===== src/design/midi_pkg.sv =====
package midi_pkg;

  localparam int MESH_SIDE_DEF = 64;

  localparam int VAL_W     = 32;
  localparam int ENTRY_W   = 12;
  localparam int STORE_DEPTH = 4096;
  localparam int STEP_W    = 31;
  localparam int PTS_W     = 7;
  localparam int CFG_IDX_W = 3;
  localparam int CFG_W     = 32;

  localparam int OFF_W     = 33;
  localparam int NUM_W     = 35;
  localparam int BASE_W    = 36;
  localparam int DIFF_W    = 42;
  localparam int SQ_W      = 62;
  localparam int STOT_W    = 63;
  localparam int WT_W      = 46;
  localparam int WSUM_W    = 50;
  localparam int ACC_W     = 84;

  localparam int DIV_NUM_W = 96;
  localparam int DIV_DEN_W = 64;
  localparam int DIV_CNT_W = 7;

  localparam logic [STOT_W-1:0] HIT_LIMIT = 63'd429496;
  localparam logic [DIFF_W-1:0] DIFF_MAX  = 42'h0007FFFFFFF;

  localparam logic OP_WRITE = 1'b0;
  localparam logic OP_EVAL  = 1'b1;

  typedef enum logic [CFG_IDX_W-1:0] {
    CFG_ORIGIN0 = 3'd0,
    CFG_ORIGIN1 = 3'd1,
    CFG_STEP0   = 3'd2,
    CFG_STEP1   = 3'd3,
    CFG_POINTS0 = 3'd4,
    CFG_POINTS1 = 3'd5
  } cfg_reg_t;

  typedef struct packed {
    logic                      operation;
    logic [ENTRY_W-1:0]        entry_index;
    logic signed [VAL_W-1:0]   entry_value;
    logic signed [VAL_W-1:0]   query_dim0;
    logic signed [VAL_W-1:0]   query_dim1;
  } in_item_t;

  typedef struct packed {
    logic signed [VAL_W-1:0]   interp_value;
    logic                      exact_hit;
    logic                      saturated;
  } out_item_t;

  typedef struct packed {
    logic                  start;
    logic [DIV_NUM_W-1:0]  num;
    logic [DIV_CNT_W-1:0]  count;
    logic [DIV_DEN_W-1:0]  den;
  } div_req_t;

  typedef struct packed {
    logic                  busy;
    logic                  done;
    logic [DIV_DEN_W-1:0]  quo;
    logic [DIV_DEN_W-1:0]  rem;
    logic                  big;
  } div_rsp_t;

endpackage


===== src/design/midi_div.sv =====
module midi_div (
  input  logic                clk,
  input  logic                rst,
  input  midi_pkg::div_req_t  req,
  output midi_pkg::div_rsp_t  rsp
);

  logic [midi_pkg::DIV_NUM_W-1:0] dsh;
  logic [midi_pkg::DIV_DEN_W-1:0] rem;
  logic [midi_pkg::DIV_DEN_W-1:0] quo;
  logic [midi_pkg::DIV_DEN_W-1:0] den;
  logic                           big;
  logic [midi_pkg::DIV_CNT_W-1:0] cnt;
  logic                           done;

  logic [midi_pkg::DIV_DEN_W:0] r2;
  logic [midi_pkg::DIV_DEN_W:0] rdiff;
  logic                         ge;

  assign r2    = {rem, dsh[midi_pkg::DIV_NUM_W-1]};
  assign rdiff = r2 - {1'b0, den};
  assign ge    = r2 >= {1'b0, den};

  always_ff @(posedge clk) begin
    if (rst) begin
      cnt  <= '0;
      done <= 1'b0;
    end else begin
      done <= 1'b0;
      if (req.start) begin
        cnt <= req.count;
      end else if (cnt != '0) begin
        cnt  <= cnt - 1'b1;
        done <= (cnt == midi_pkg::DIV_CNT_W'(1));
      end
    end
  end

  always_ff @(posedge clk) begin
    if (req.start) begin
      dsh <= req.num;
      den <= req.den;
      rem <= '0;
      quo <= '0;
      big <= 1'b0;
    end else if (cnt != '0) begin
      dsh <= {dsh[midi_pkg::DIV_NUM_W-2:0], 1'b0};
      rem <= ge ? rdiff[midi_pkg::DIV_DEN_W-1:0] : r2[midi_pkg::DIV_DEN_W-1:0];
      big <= big | quo[midi_pkg::DIV_DEN_W-1];
      quo <= {quo[midi_pkg::DIV_DEN_W-2:0], ge};
    end
  end

  assign rsp.busy = (cnt != '0);
  assign rsp.done = done;
  assign rsp.quo  = quo;
  assign rsp.rem  = rem;
  assign rsp.big  = big;

endmodule


===== config.mk =====
export PLATFORM = sky130hd
export DESIGN_NAME = midi_div
export DESIGN_NICKNAME = d
export VERILOG_FILES = /design/src/design/midi_pkg.sv /design/src/design/midi_div.sv
export SDC_FILE = /design/constraint.sdc
export NUM_CORES = 1
export LEC_CHECK = 0
export BUFFER_PORTS_ARGS = -buffer_cell sky130_fd_sc_hd__buf_4
export CORE_UTILIZATION = 55
export DETAILED_ROUTE_END_ITERATION = 10
export GPL_ROUTABILITY_DRIVEN = 1
export GPL_TIMING_DRIVEN = 1
export HOLD_SLACK_MARGIN = 0.1
export PLACE_DENSITY = 0.8
export SYNTH_ARGS = -nofsm -noshare
export SYNTH_HDL_FRONTEND = slang
export SYNTH_SLANG_ARGS = --single-unit

===== constraint.sdc =====
create_clock -name clk -period 6.5 [get_ports clk]
set_input_delay 0.975 -clock clk [delete_from_list [all_inputs] [get_ports clk]]
set_output_delay 0.975 -clock clk [all_outputs]
set_load 0.02 [all_outputs]

[Word-level counts from Yosys, hierarchy flattened]
Cells that the tools add are included.
Cells by class
  reductions and logical operators: 3
  mux-type cells: 5
  $add $sub $neg: 2
  $lt $le $gt $ge: 1
  bitwise logic cells: 2
  eq/ne operators: 1
Operators by type and width (count)
  $mux W96: 2
  $ge A65 B64 Y1: 1
  $mux W64: 1
  $sub A64 B64 Y64: 1
  $mux W7: 2
  $eq A7 B1 Y1 const B: 1
  $reduce_bool A7 Y1: 1
  $sub A7 B1 Y7 const B: 1
  $reduce_or A3 Y1: 1
  $reduce_bool A2 Y1: 1
  $not A1 Y1: 1
  $or A1 B1 Y1: 1
Word-level totals
  word-level logic and storage cells: 21
  register bits after elaboration: 297
  input bits: 170

[Longest topological paths before layout]
Gate-level depths: netlist of run 1.
  depth after elaboration: 3
  gate-level depth with buffers: 16
  depth with buffers taken out: 14

[Least setup slack after synthesis of run 1]
OpenSTA, ideal clock, no wires.
  path type: input to register
  start: in req[167] (netlist name)
  end: reg dsh[0] (netlist name) (enable)
  required time: 6.050 ns
  path slack: 2.591 ns
  stages: 4
  arrival: 3.459 ns
  cell sequence: clkbuf_1 -> nor2_1 -> clkbuf_1 -> inv_1
On the way
  word-level cells in the longest chain between the ends: 1
RTL lines
  from (decl): RTL line midi_div.sv:4  | input midi_pkg::div_req_t req,
  $reduce_bool A2 Y1 (no line)
  to (signal assigned): RTL line midi_div.sv:41  | dsh <= req.num;
  to (signal assigned): RTL line midi_div.sv:47  | dsh <= {dsh[midi_pkg::DIV_NUM_W-2:0], 1'b0};
  to (decl): RTL line midi_div.sv:8  | logic [midi_pkg::DIV_NUM_W-1:0] dsh;
Every way passes these cells.
A chain may end at the register's enable or synchronous reset.

[Worst setup path in the final report of run 1]
  start: reg den[1] (netlist name)
  end: reg rem[61] (netlist name)
On the way
  word-level cells in the longest chain between the ends: 2
  elaborated cells on any way between the ends: 3
RTL lines
  from (decl): RTL line midi_div.sv:11  | logic [midi_pkg::DIV_DEN_W-1:0] den;
  from (signal assigned): RTL line midi_div.sv:42  | den <= req.den;
  $sub A64 B64 Y64 / $ge A65 B64 Y1 (equally long branches): RTL line midi_div.sv:21, midi_div.sv:22
  $mux W64 (*): RTL line midi_div.sv:48  | rem <= ge ? rdiff[midi_pkg::DIV_DEN_W-1:0] : r2[midi_pkg::DIV_DEN_W-1:0];
  to (signal assigned): RTL line midi_div.sv:48
  to (decl): RTL line midi_div.sv:9  | logic [midi_pkg::DIV_DEN_W-1:0] rem;
Mark *: on every way between the ends. The rest lies on a longest branch, timed or not.

==> metrics.md, run 1 <==
| Metric | Value |
|---|---|
| Status | complete, no violations |
| Proportion of synthesized area in mux cells | 0.07699 |
| FF+latch count, synth | slightly below 300 |
| First-pass GRT wire length | 60.69 mm |
| Synth-to-Final Area Change | 21.75% |
| Setup ws final | 2.815 ns |
| Std-Cell Rows | 60 |
| DR vias | approximately 13000 |
| Max Root-Sink Buffers | 3 |
| Clock Root Buffer | clkbuf_16 |
| WL/cell | ~17 um |
| # fillers | roughly 2100 |
| Most common cell after layout, fill and taps aside | buf_4 |
| Vias in the first global route | 12030 |
| Layout cell share with drive strength beyond 1 | 0.2542 |
| GRT Util Overall | 0.2640 |
| Met3 usage | 0.06888 |
| Post-CTS Setup Bufs | 0 |
| Die Span X | 168.4 um |
| Setup TNS | 0 ns |
| Syn nets | 1811 |
| DP Cell Count | approximately 2100 |
| Initial core utilization | 0.5634 |
| Syn Inst Count | 1574 |
| Worst EP arrival | 4.09 ns |
| Synth Area in XOR/XNOR | 0.03336 |
| Switching Share | 0.3921 |
| Worst Max-Slew Pin Slew | 1.195 ns |
| Internal Power | 4.555 mW |
| Setup CP Type | flop to flop |
| Die Ht | 168.4 um |
| Max-slew violations | 0 |
| Logic pwr share | 0.436 |
| Most used DFF post-synth | edfxtp_1 |
| Max_cap viols | 0 |
| Grt total ovfl | 0 |
| Post-layout min period | between 3 and 4 ns |
| Starting DRC count in detailed routing | about 1000 |
| Area share of the largest cell type after synthesis | 0.3155 |
| Cell taking the most area after synthesis | edfxtp_1 |
| Avg Vias per Cell | ~5.7 |
| Cell Area, Synth | around 15000 um2 |
| Worst setup EP type | flop |
| CTS Hold Buffers Added | 0 |
| EDFF count, synth | 160 |
| Nets | 2065 |
| Critical Path Fanout Max | 70 |
| # clock sinks | between 200 and 300 |
| Post-Synth Simple-Gate Area | 0.1325 |
| CP startpoint kind | flop |
| Placer Congestion | roughly 0.93 |
| Final hold violation count | 0 |
| Adder-Cell Fraction of Synth Area | 0.05555 |
| Clk_skew | roughly 0.011 ns |
| Leak | 7.741 nW |
| Synth warnings | 0 |
| Final-report setup violation count | 0 |
| HP Class | flop to flop |
| Clock power frac | 0.216 |
| Register area | 7547 um2 |
| Relative slew slack | 0.2034 |
| Clock transition at the registers of the reported paths | 0.06 ns |
| Pin count of the biggest net entering global routing | a little over 100 |
| Post-cts repair resize count | 0 |
| Finished Layout Cells | about 2200 |
| Io pins | 301 |
| P_sw | 2.938 mW |
| H-Tree Depth | 1 |
| Gr busiest metal | met2 |
| Reg power frac | 0.348 |
| Routed WL | 38.18 mm |
| I/O Buffers | 300 |
| Peak VDD IR | 0.2787 mV |
| Core area | around 27000 um2 |
| Unrepaired setup endpoints after global routing | no |
| Pre-CTS setup slack | 2.749 ns |
| Fraction of registers with async set/reset | 0 |
| Pre-antenna DRT Iters | 5 |
| Multi-input gate area | approximately 7000 um2 |
| Detailed placement HPWL | 27.30 mm |
| Synth unique cells | 63 |
| PwrDens | 404.1 nW/um2 |
| Ranking of synthesized cells by area | edfxtp_1 (32%), dfxtp_1 (18%), mux2_2 (7.2%) |
| Drt drc | 0 |
| Routing usage on met1 | 0.3225 |
| Achievable Freq | between 200 and 300 MHz |
| Most frequent cells in the layout | buf_4 (311), nand2_1 (210), a21oi_1 (182) |
| Total CTS buffers | 31 |
| Die ar. | 28360 um2 |
| Syn_area_per_cell | 9.674 um2 |
| Initial antenna violation count | 1 |
| Post-route ant nets | 0 |
| Largest family of logic cells by synthesized area | compound AO/OA/AOI/OAI gates |
| Seq/Total Area, Yosys | 0.4956 |
| CTS tree | done |
| Synth Area in Compound Gates | 0.1596 |
| Tcrit/Tclk final | 0.5669 |
| M2 GR Usage | 0.4514 |
| Crit path required time | 6.90 ns |
| Worst skew pair latency | 0.56 ns |
-- worst max-delay path: stages, from the launching register on --
cell      delay [ns]
edfxtp_1        0.42
inv_1           0.08
ha_1            0.23
nor2b_1         0.15
o31a_1          0.26
o31a_2          0.32
nand4b_1        0.18
nand2_1         0.20
o311a_1         0.29
o41a_2          0.23
buf_4           0.61
mux2i_1         0.27
nor2_1          0.06
a21oi_1         0.16
a211oi_1        0.06
-- cell usage after synthesis, drive strengths merged (6+ instances only) --
master / instances
nand3: 7
a211oi: 32
or3: 7
buf: 29
xor2: 31
mux2: 97
a21o: 18
dfxtp: 137
o21ai: 96
a32oi: 6
nand2b: 11
o211ai: 10
ha: 66
clkbuf: 62
nor2: 143
mux2i: 8
nor2b: 8
nor3: 40
o31a: 6
nor4: 6
inv: 82
nand4: 26
nand2: 210
o21bai: 13
edfxtp: 160
xnor2: 27
a31oi: 6
a21oi: 182
-- routing by layer --
metal  share of wire  vias up
met3           0.087       89
li1                -     6119
met1            0.40     5837
met2            0.48      469
met5               0        -
met4           0.033        0
-- state kept, by name (all words and copies together), names as in the netlist --
signal  count
done        1
quo        64
den        64
cnt         7
rem        64
big         1
dsh        96
-- power groups by stage --
| stage | sequential, mW | clock [mW] | combinational [mW] |
|---|---|---|---|
| after floorplan | 2.78 | 0 | 2.18 |
| after global placement | 2.63 | 0 | 3.15 |
| after detailed placement | 2.64 | 0 | 3.22 |
| after CTS | 2.61 | 1.66 | 3.24 |
| after global routing | 2.65 | 1.72 | 3.60 |
| final | 2.61 | 1.62 | 3.26 |
-- path summary, 6_finish.rpt --
check | start | endpoint | slack, ns | depth (start not counted)
worst max-delay path | den[1] | rem[61] | 2.82 | 14
worst min-delay path | quo[24] | quo[24] | 0.47 | 2
worst max register to register | den[1] | rem[61] | 2.82 | 14
worst min register to register | quo[24] | quo[24] | 0.47 | 2
-- cell type report --
| type | instances | area share |
|---|---|---|
| clock inverters | 12 | 0.003712 |
| repair buffers | 312 | 0.1267 |
| diodes | 1 | 0.0001350 |
| flip-flops and latches | 297 | 0.4071 |
| multi-input cells | 1104 | 0.3766 |
| inverters | 82 | 0.01674 |
| clock buffers | 46 | 0.04596 |
| well taps | 341 | 0.02301 |
-- metrics by stage --
stage	cell area, um2	utilization	total power [mW]	hold WS, ns
2_1_floorplan	15230	-	4.952	0.4380
3_3_place_gp	17620	0.6518	5.780	0.4544
3_5_place_dp	17620	0.6518	5.861	0.4607
4_1_cts	18540	0.6859	7.500	0.4697
5_1_grt	18540	0.6859	7.967	0.4896
6_report	18540	0.6860	7.492	0.4685
-- cells by family after synthesis --
logic type | after synthesis
and+or+nand+nor | 471
AOI/OAI and AO/OA | 403
DFF | 297
buffers and inverters | 173
muxes | 105
adders and majority gates | 67
xor gates and xnor gates | 58
Note: power is estimated with default switching activity, not from simulation.
==> inputs of run 2 (changes only) <==
--- a/config.mk
+++ b/config.mk
@@ -5,13 +5,14 @@
 export SDC_FILE = /design/constraint.sdc
 export NUM_CORES = 1
 export LEC_CHECK = 0
+export ABC_AREA = 1
 export BUFFER_PORTS_ARGS = -buffer_cell sky130_fd_sc_hd__buf_4
 export CORE_UTILIZATION = 55
 export DETAILED_ROUTE_END_ITERATION = 10
 export GPL_ROUTABILITY_DRIVEN = 1
 export GPL_TIMING_DRIVEN = 1
 export HOLD_SLACK_MARGIN = 0.1
-export PLACE_DENSITY = 0.8
+export PLACE_DENSITY = 0.78
 export SYNTH_ARGS = -nofsm -noshare
 export SYNTH_HDL_FRONTEND = slang
 export SYNTH_SLANG_ARGS = --single-unit
==> constraint.sdc (replaced) <==
create_clock -name clk -period 3.4 [get_ports clk]
set_input_delay 0.51 -clock clk [delete_from_list [all_inputs] [get_ports clk]]
set_output_delay 0.51 -clock clk [all_outputs]
set_load 0.02 [all_outputs]
==> run 2 against run 1 <==
  * Cell area up 18%
  * Maximum frequency up 22%
  * Non-clock buffer count up 67
  * Combinational power down 66%
  * Worst hold slack worse by 0.35 ns
  * Sequential cell count unchanged
  * Synthesized cell count up 62%
  * Wire length up 60%
  * Area after synthesis up 15%
  * Cell count up 51%
  * Count of clock-buffer cells in the layout down 6
  * Utilization up 0.82 points
  * Critical path type unchanged
  * Largest power group is now sequential cells
  * Highest routed layer unchanged
==> metrics.md, run 2 <==
| Metric | Value |
|---|---|
| Status | complete, no violations |
| Leak | 11.65 nW (+50%) |
| Post-CTS Setup Bufs | 0 (unchanged) |
| PwrDens | 411.1 nW/um2 (+1.7%) |
| HP Class | input port to flop |
| Detailed placement HPWL | 45.39 mm (+66%) |
| Max-slew violations | 0 (unchanged) |
| Vias in the first global route | 17280 (+44%) |
| Peak VDD IR | 0.5314 mV (+91%) |
| Synth-to-Final Area Change | 24.54% |
| Area share of the largest cell type after synthesis | 0.2739 (-0.04167) |
| Clock Root Buffer | clkbuf_16 |
| CP max stage delay | 0.57 ns (-0.04 ns) |
| Post-cts repair resize count | 0 (unchanged) |
| Relative slew slack | 0.3847 (+0.1814) |
| Syn nets | 2793 (+54%) |
| CTS tree | done |
| Most frequent cells in the layout | nand2_1 (1104), inv_1 (480), buf_4 (316) |
| Std-Cell Rows | 65 (+8.3%) |
| Final hold violation count | 0 (unchanged) |
| WL/cell | 18.38 um (+5.7%) |
| Post-route ant nets | 0 (unchanged) |
| P_sw | 2.326 mW (-21%) |
| Internal Power | 6.657 mW (+46%) |
| Io pins | 301 (unchanged) |
| Total CTS buffers | 31 (unchanged) |
| Avg Vias per Cell | 5.290 (-7.2%) |
| Nets | 3135 (+52%) |
| Wire length on met1 | 25.14 mm (+63%) |
| Synth warnings | 0 (unchanged) |
| CP startpoint kind | flop |
| EDFF count, synth | 160 (unchanged) |
| First-pass GRT wire length | 93.21 mm (+54%) |
| Achievable Freq | 331.7 MHz (+22%) |
| Register bank with the most flops | dsh |
| Seq/Total Area, Yosys | 0.4302 (-0.06546) |
| Worst EP arrival | 3.50 ns (-0.59 ns) |
| Pin count of the biggest net entering global routing | 88 (-14%) |
| CTS Hold Buffers Added | 60 (+60) |
| Crit path required time | 3.89 ns (-3.01 ns) |
| Setup CP Type | flop to flop |
| Grt total ovfl | 0 (unchanged) |
| Die ar. | 32620 um2 (+15%) |
| Cell taking the most area after synthesis | edfxtp_1 |
| Pre-antenna DRT Iters | 5 (unchanged) |
| Switching Share | 0.2590 (-0.1331) |
| Drt drc | 0 (unchanged) |
| CP most frequent cell | nand2_1 |
| Routed WL | 61.13 mm (+60%) |
| Pre-CTS setup slack | 0.4797 ns (-2.270 ns) |
| Synth unique cells | 36 (-43%) |
| H-Tree Depth | 1 (unchanged) |
| Post-synth top cells | nand2_1 (1105), inv_1 (481), edfxtp_1 (160) |
| Syn Inst Count | 2556 (+62%) |
| Critical path buffers and inverters | 3 (+1) |
| Layout cell share with drive strength beyond 1 | 0.1382 (-0.1160) |
| Core area | 31470 um2 (+16%) |
| Worst Max-Slew Pin Slew | 0.9229 ns (-0.2720 ns) |
| Setup TNS | 0 ns (unchanged) |
| Reg power frac | 0.464 (+0.116) |
| I/O Buffers | 300 (unchanged) |
| Syn_area_per_cell | 6.864 um2 (-29%) |
| Cell Area, Synth | 17540 um2 (+15%) |
| # clock sinks | 297 (unchanged) |
| Post-layout min period | 3.015 ns (-0.6696 ns) |
| Max_cap viols | 0 (unchanged) |
| Logic pwr share | 0.123 (-0.313) |
| Most common cell after layout, fill and taps aside | nand2_1 |
| Slowest library cell on the worst path | buf_4 |
| DR vias | 17590 (+41%) |
| Initial antenna violation count | 0 (-1) |
| Cell family with most CP delay | simple AND/OR/NAND/NOR gates |
| Initial core utilization | 0.5574 (-0.006002) |
| Die Ht | 180.6 um (+7.3%) |
| Clock power frac | 0.412 (+0.196) |
| Clock transition at the registers of the reported paths | 0.07 ns (about the same) |
| FF+latch count, synth | 297 (unchanged) |
| Max Root-Sink Buffers | 3 (unchanged) |
| Final-report setup violation count | 0 (unchanged) |
| CP Cell Sequence | inv_1 > ha_1 > nand2_1 > inv_1 > nand2_1 > nand2_1 > nand2_1 > nand3_2 > nand2_1 > nand2_2 > nand2_2 > nand2_2 > nand2_2 > buf_4 > nand3b_1 > nand3_1 > nand2_1 |
| Met2 Wirelength | 28.65 mm (+58%) |
| DR WL met3 | 4.916 mm (+49%) |
| Placer Congestion | 1.029 (+11%) |
| Max reg flops | 96 (unchanged) |
| Setup ws final | 0.3849 ns (-2.430 ns) |
| Worst setup EP type | flop |
| Unrepaired setup endpoints after global routing | no |
| Clk_skew | 0.01793 ns (+0.006686 ns) |
| Ant diodes | 0 (-1) |
| Worst skew pair latency | 0.61 ns (+0.05 ns) |
| DR top layer | met4 |
| Ranking of synthesized cells by area | edfxtp_1 (27%), nand2_1 (24%), dfxtp_1 (16%) |
| Critical Path Fanout Max | 50 (-29%) |
| Hold_ws | 0.1179 ns (-0.3506 ns) |
| GRT Util Overall | 0.3700 (+0.1059) |
| Cell with the most instances after synthesis | nand2_1 |
| Finished Core Util | 0.6942 (+0.008244) |
| Starting DRC count in detailed routing | 1450 (+44%) |
| Fraction of registers with async set/reset | 0 (unchanged) |
| Most used DFF post-synth | edfxtp_1 |
| Die Span X | 180.6 um (+7.3%) |
| Tcrit/Tclk final | 0.8868 (+0.3199) |
run 2: cell count changes in the layout (fill, tap and decap cells not counted), moves of 29 or more:
cell | previous run | this run
a21oi_1 | 182 | 54
dlygate4sd3_1 | 0 | 60
inv_1 | 80 | 480
mux2_2 | 97 | 0
nand2_1 | 210 | 1104
nand3_1 | 7 | 138
nor3_1 | 40 | 11
o21ai_0 | 70 | 18
o22ai_1 | 3 | 63
run 2: cell type report:
cell class	count	area, um2
Clock buffer	40	850.8
Clock inverter	18	246.5
Fill cell	2524	9624
Inverter	492	1852
Multi-Input combinational cell	1697	7826
Sequential cell	297	7547
Tap cell	402	503.0
Timing Repair Buffer	379	3024
run 2: routing by layer:
layer / up-vias / global-route usage
met1: 8104 / 0.4650
li1: 8524 / -
met3: 151 / 0.06508
met5: - / 0
met4: 0 / 0.1480
met2: 809 / 0.6304
run 2: worst paths after layout:
path	from	to	slack, ns	depth (start not counted)
min reg2reg	cnt[1]	cnt[1]	0.47	2
max reg2reg	den[3]	rem[22]	0.38	17
max	den[3]	rem[22]	0.38	17
min	req[31]	den[31]	0.12	1
run 2: metrics by stage:
stage | power (mW) | cells | instance area (um2)
finish | 8.983 | 3325 | 21850
global route | 9.238 | 3325 | 21850
CTS | 8.966 | 3325 | 21850
detailed placement | 5.258 | 3207 | 20150
global placement | 5.220 | 3207 | 20150
floorplan | 4.832 | 2556 | 17550
run 2: cell families after synthesis:
| logic type | after synthesis | synth area share |
|---|---|---|
| and+or+nand+nor | 1431 | 0.3264 |
| buffers and inverters | 562 | 0.1246 |
| DFF | 297 | 0.4302 |
| AOI/OAI and AO/OA | 165 | 0.05363 |
| adders and majority gates | 67 | 0.04821 |
| xor gates and xnor gates | 34 | 0.01697 |
run 2: power groups by stage:
stage / registers, mW / logic, mW / clock network, mW
floorplan: 4.22 / 0.608 / 0
global placement: 4.23 / 0.990 / 0
detailed placement: 4.24 / 1.02 / 0
CTS: 4.17 / 1.09 / 3.71
global route: 4.19 / 1.21 / 3.84
finish: 4.17 / 1.11 / 3.70
==> inputs of run 3 (changes only) <==
--- a/config.mk
+++ b/config.mk
@@ -7,12 +7,14 @@
 export LEC_CHECK = 0
 export ABC_AREA = 1
 export BUFFER_PORTS_ARGS = -buffer_cell sky130_fd_sc_hd__buf_4
-export CORE_UTILIZATION = 55
+export CELL_PAD_IN_SITES_DETAIL_PLACEMENT = 1
+export CELL_PAD_IN_SITES_GLOBAL_PLACEMENT = 2
+export CORE_UTILIZATION = 31
 export DETAILED_ROUTE_END_ITERATION = 10
 export GPL_ROUTABILITY_DRIVEN = 1
 export GPL_TIMING_DRIVEN = 1
 export HOLD_SLACK_MARGIN = 0.1
-export PLACE_DENSITY = 0.78
+export PLACE_DENSITY_LB_ADDON = 0.1
 export SYNTH_ARGS = -nofsm -noshare
 export SYNTH_HDL_FRONTEND = slang
 export SYNTH_SLANG_ARGS = --single-unit
==> run 3 against run 2 <==
  * Count of clock-buffer cells in the layout grew 10
  * Sequential power about the same
  * Critical endpoint is now rem[61]
  * Total power rose by 3.9%
  * Utilization fell by 29 points
  * Non-clock buffer count fell by 23
==> metrics.md, run 3 (synthesis gave the netlist of run 2 again) <==
| Metric | Value |
|---|---|
| I/O Buffers | 300 (unchanged) |
| Setup CP Type | flop to flop |
| Nets | 3117 (-0.57%) |
| Post-cts repair resize count | 0 (unchanged) |
| Unrepaired setup endpoints after global routing | no |
| Die ar. | 57550 um2 (+76%) |
| Post-CTS Setup Bufs | 0 (unchanged) |
| HP Class | input port to flop |
| WL/cell | 17.71 um (-3.6%) |
| Detailed placement HPWL | 50.62 mm (+12%) |
| Post-route ant nets | 0 (unchanged) |
| Grt total ovfl | 0 (unchanged) |
| Ant diodes | 0 (unchanged) |
| Relative slew slack | 0.3104 (-0.07433) |
| Register bank with the most flops | dsh |
| # clock sinks | 297 (unchanged) |
| CP startpoint kind | flop |
| Peak VDD IR | 0.3750 mV (-29%) |
| Post-layout min period | 2.981 ns (-0.03451 ns) |
| Worst skew pair latency | 0.58 ns (-0.03 ns) |
| Most common cell after layout, fill and taps aside | nand2_1 |
| First-pass GRT wire length | 99.84 mm (+7.1%) |
| Setup ws final | 0.4194 ns (+0.03451 ns) |
| CTS tree | done |
| Worst EP arrival | 3.45 ns (-0.05 ns) |
| Total CTS buffers | 36 (+16%) |
| Pre-CTS setup slack | 0.4035 ns (-0.07620 ns) |
| Achievable Freq | 335.5 MHz (+1.2%) |
| Placed instance area | 20590 um2 (+2.2%) |
| Max reg flops | 96 (unchanged) |
| Critical Path Fanout Max | 50 (unchanged) |
| PwrDens | 418.8 nW/um2 (+1.9%) |
| Vias in the first global route | 17450 (+1.0%) |
| Die Ht | 239.9 um (+33%) |
| Crit path required time | 3.87 ns (-0.02 ns) |
| Clock Root Buffer | clkbuf_16 |
| Layout cell share with drive strength beyond 1 | 0.1372 (-0.001006) |
| Std-Cell Rows | 86 (+32%) |
| Max Root-Sink Buffers | 3 (unchanged) |
| H-Tree Depth | 2 (+1) |
| Most frequent cells in the layout | nand2_1 (1104), inv_1 (480), buf_4 (303) |
| Tcrit/Tclk final | 0.8767 (-0.01015) |
| # fillers | 7056 (+180%) |
| Drt drc | 0 (unchanged) |
| Starting DRC count in detailed routing | 640 (-56%) |
| Final-report setup violation count | 0 (unchanged) |
| Leak | 11.65 nW (about the same) |
| Max-slew violations | 0 (unchanged) |
| Clock transition at the registers of the reported paths | 0.06 ns (about the same) |
| Avg Vias per Cell | 4.555 (-14%) |
| Die Span X | 239.9 um (+33%) |
| Fin area | 22290 um2 (+2.0%) |
| DR vias | 16650 (-5.3%) |
| Register area | 7547 um2 (unchanged) |
| Initial antenna violation count | 0 (unchanged) |
| Placer Congestion | 0.9091 (-12%) |
| Final hold violation count | 0 (unchanged) |
| Finished Layout Cells | 3656 (+10%) |
| Pre-antenna DRT Iters | 5 (unchanged) |
| Clk_skew | 0.04042 ns (+0.02249 ns) |
| Core area | 55520 um2 (+76%) |
| Hold_ws | 0.1304 ns (+0.01248 ns) |
| GRT Util Overall | 0.2257 (-0.1443) |
| Pin count of the biggest net entering global routing | 116 (+32%) |
| Max_cap viols | 0 (unchanged) |
| Routed WL | 64.76 mm (+5.9%) |
| Worst setup EP type | flop |
| Multi-input gate area | 7826 um2 (unchanged) |
| Io pins | 301 (unchanged) |
| Initial core utilization | 0.3160 (-0.2414) |
| Status | complete, no violations |
| Setup TNS | 0 ns (unchanged) |
| Worst Max-Slew Pin Slew | 1.034 ns (+0.1115 ns) |
| DP Cell Count | 3545 (+11%) |
| Synth-to-Final Area Change | 27.05% |
run 3: cell types whose count changed in the layout (fill, tap and decap cells not counted), sizes merged:
cell / before / now
dlygate4sd3: 60 / 45
clkbuf: 40 / 50
buf: 319 / 311
clkinvlp: 5 / 2
clkinv: 7 / 9
inv: 493 / 492
run 3: path summary, 6_finish.rpt:
check / startpoint / endpoint / slack (ns) / depth (start not counted)
max reg2reg: rem[6] / rem[61] / 0.42 / 18
min: req[4] / den[4] / 0.13 / 1
max: rem[6] / rem[61] / 0.42 / 18
min reg2reg: big / big / 0.48 / 2
run 3: power by group:
group | internal [mW] | leakage (nW) | switching [mW]
sequential | 4.09 | 2.77 | 0.0771
clock | 2.45 | 0.602 | 1.65
combinational | 0.404 | 8.28 | 0.658
total | 6.94 | 11.6 | 2.39
run 3: what timing repair did:
action,in CTS,in global routing
endpoints found under the hold margin,45,0
hold buffers,45,0
setup endpoints to repair,0,0
run 3: final cells by class:
class                   instances  area share
clock buffers                  50     0.04457
clock inverters                16     0.01162
inverters                     492     0.08308
multi-input cells            1697      0.3511
flip-flops and latches        297      0.3386
well taps                     748     0.04199
repair buffers                356      0.1290
run 3: critical path: stages (launching register included):
cell and delay (ns):
dfxtp_1 0.34, ha_1 0.36, nand2_1 0.15, inv_1 0.05, nand2_1 0.06, nand2_1 0.09, inv_2 0.06, nand3_2 0.15
nand2_1 0.12, nand2_2 0.14, nand2_2 0.12, nand2_2 0.10, nand2_2 0.11, buf_4 0.50, nand3_1 0.14, nand2_1 0.10
inv_1 0.05, nand2_1 0.05, nand2_1 0.05
run 3: per-layer routing:
layer	up-vias	part of all wire	track usage
met5	-	0	0
met1	7813	0.44	0.2822
li1	8478	-	-
met3	77	0.056	0.05121
met4	0	0.024	0.06331
met2	285	0.48	0.3870
run 3: stage by stage:
stage	total power, mW	utilization
after floorplan	4.832	-
after global placement	5.250	0.3708
after detailed placement	5.279	0.3708
after CTS	9.509	0.4015
after global routing	9.747	0.4015
final	9.335	0.4015
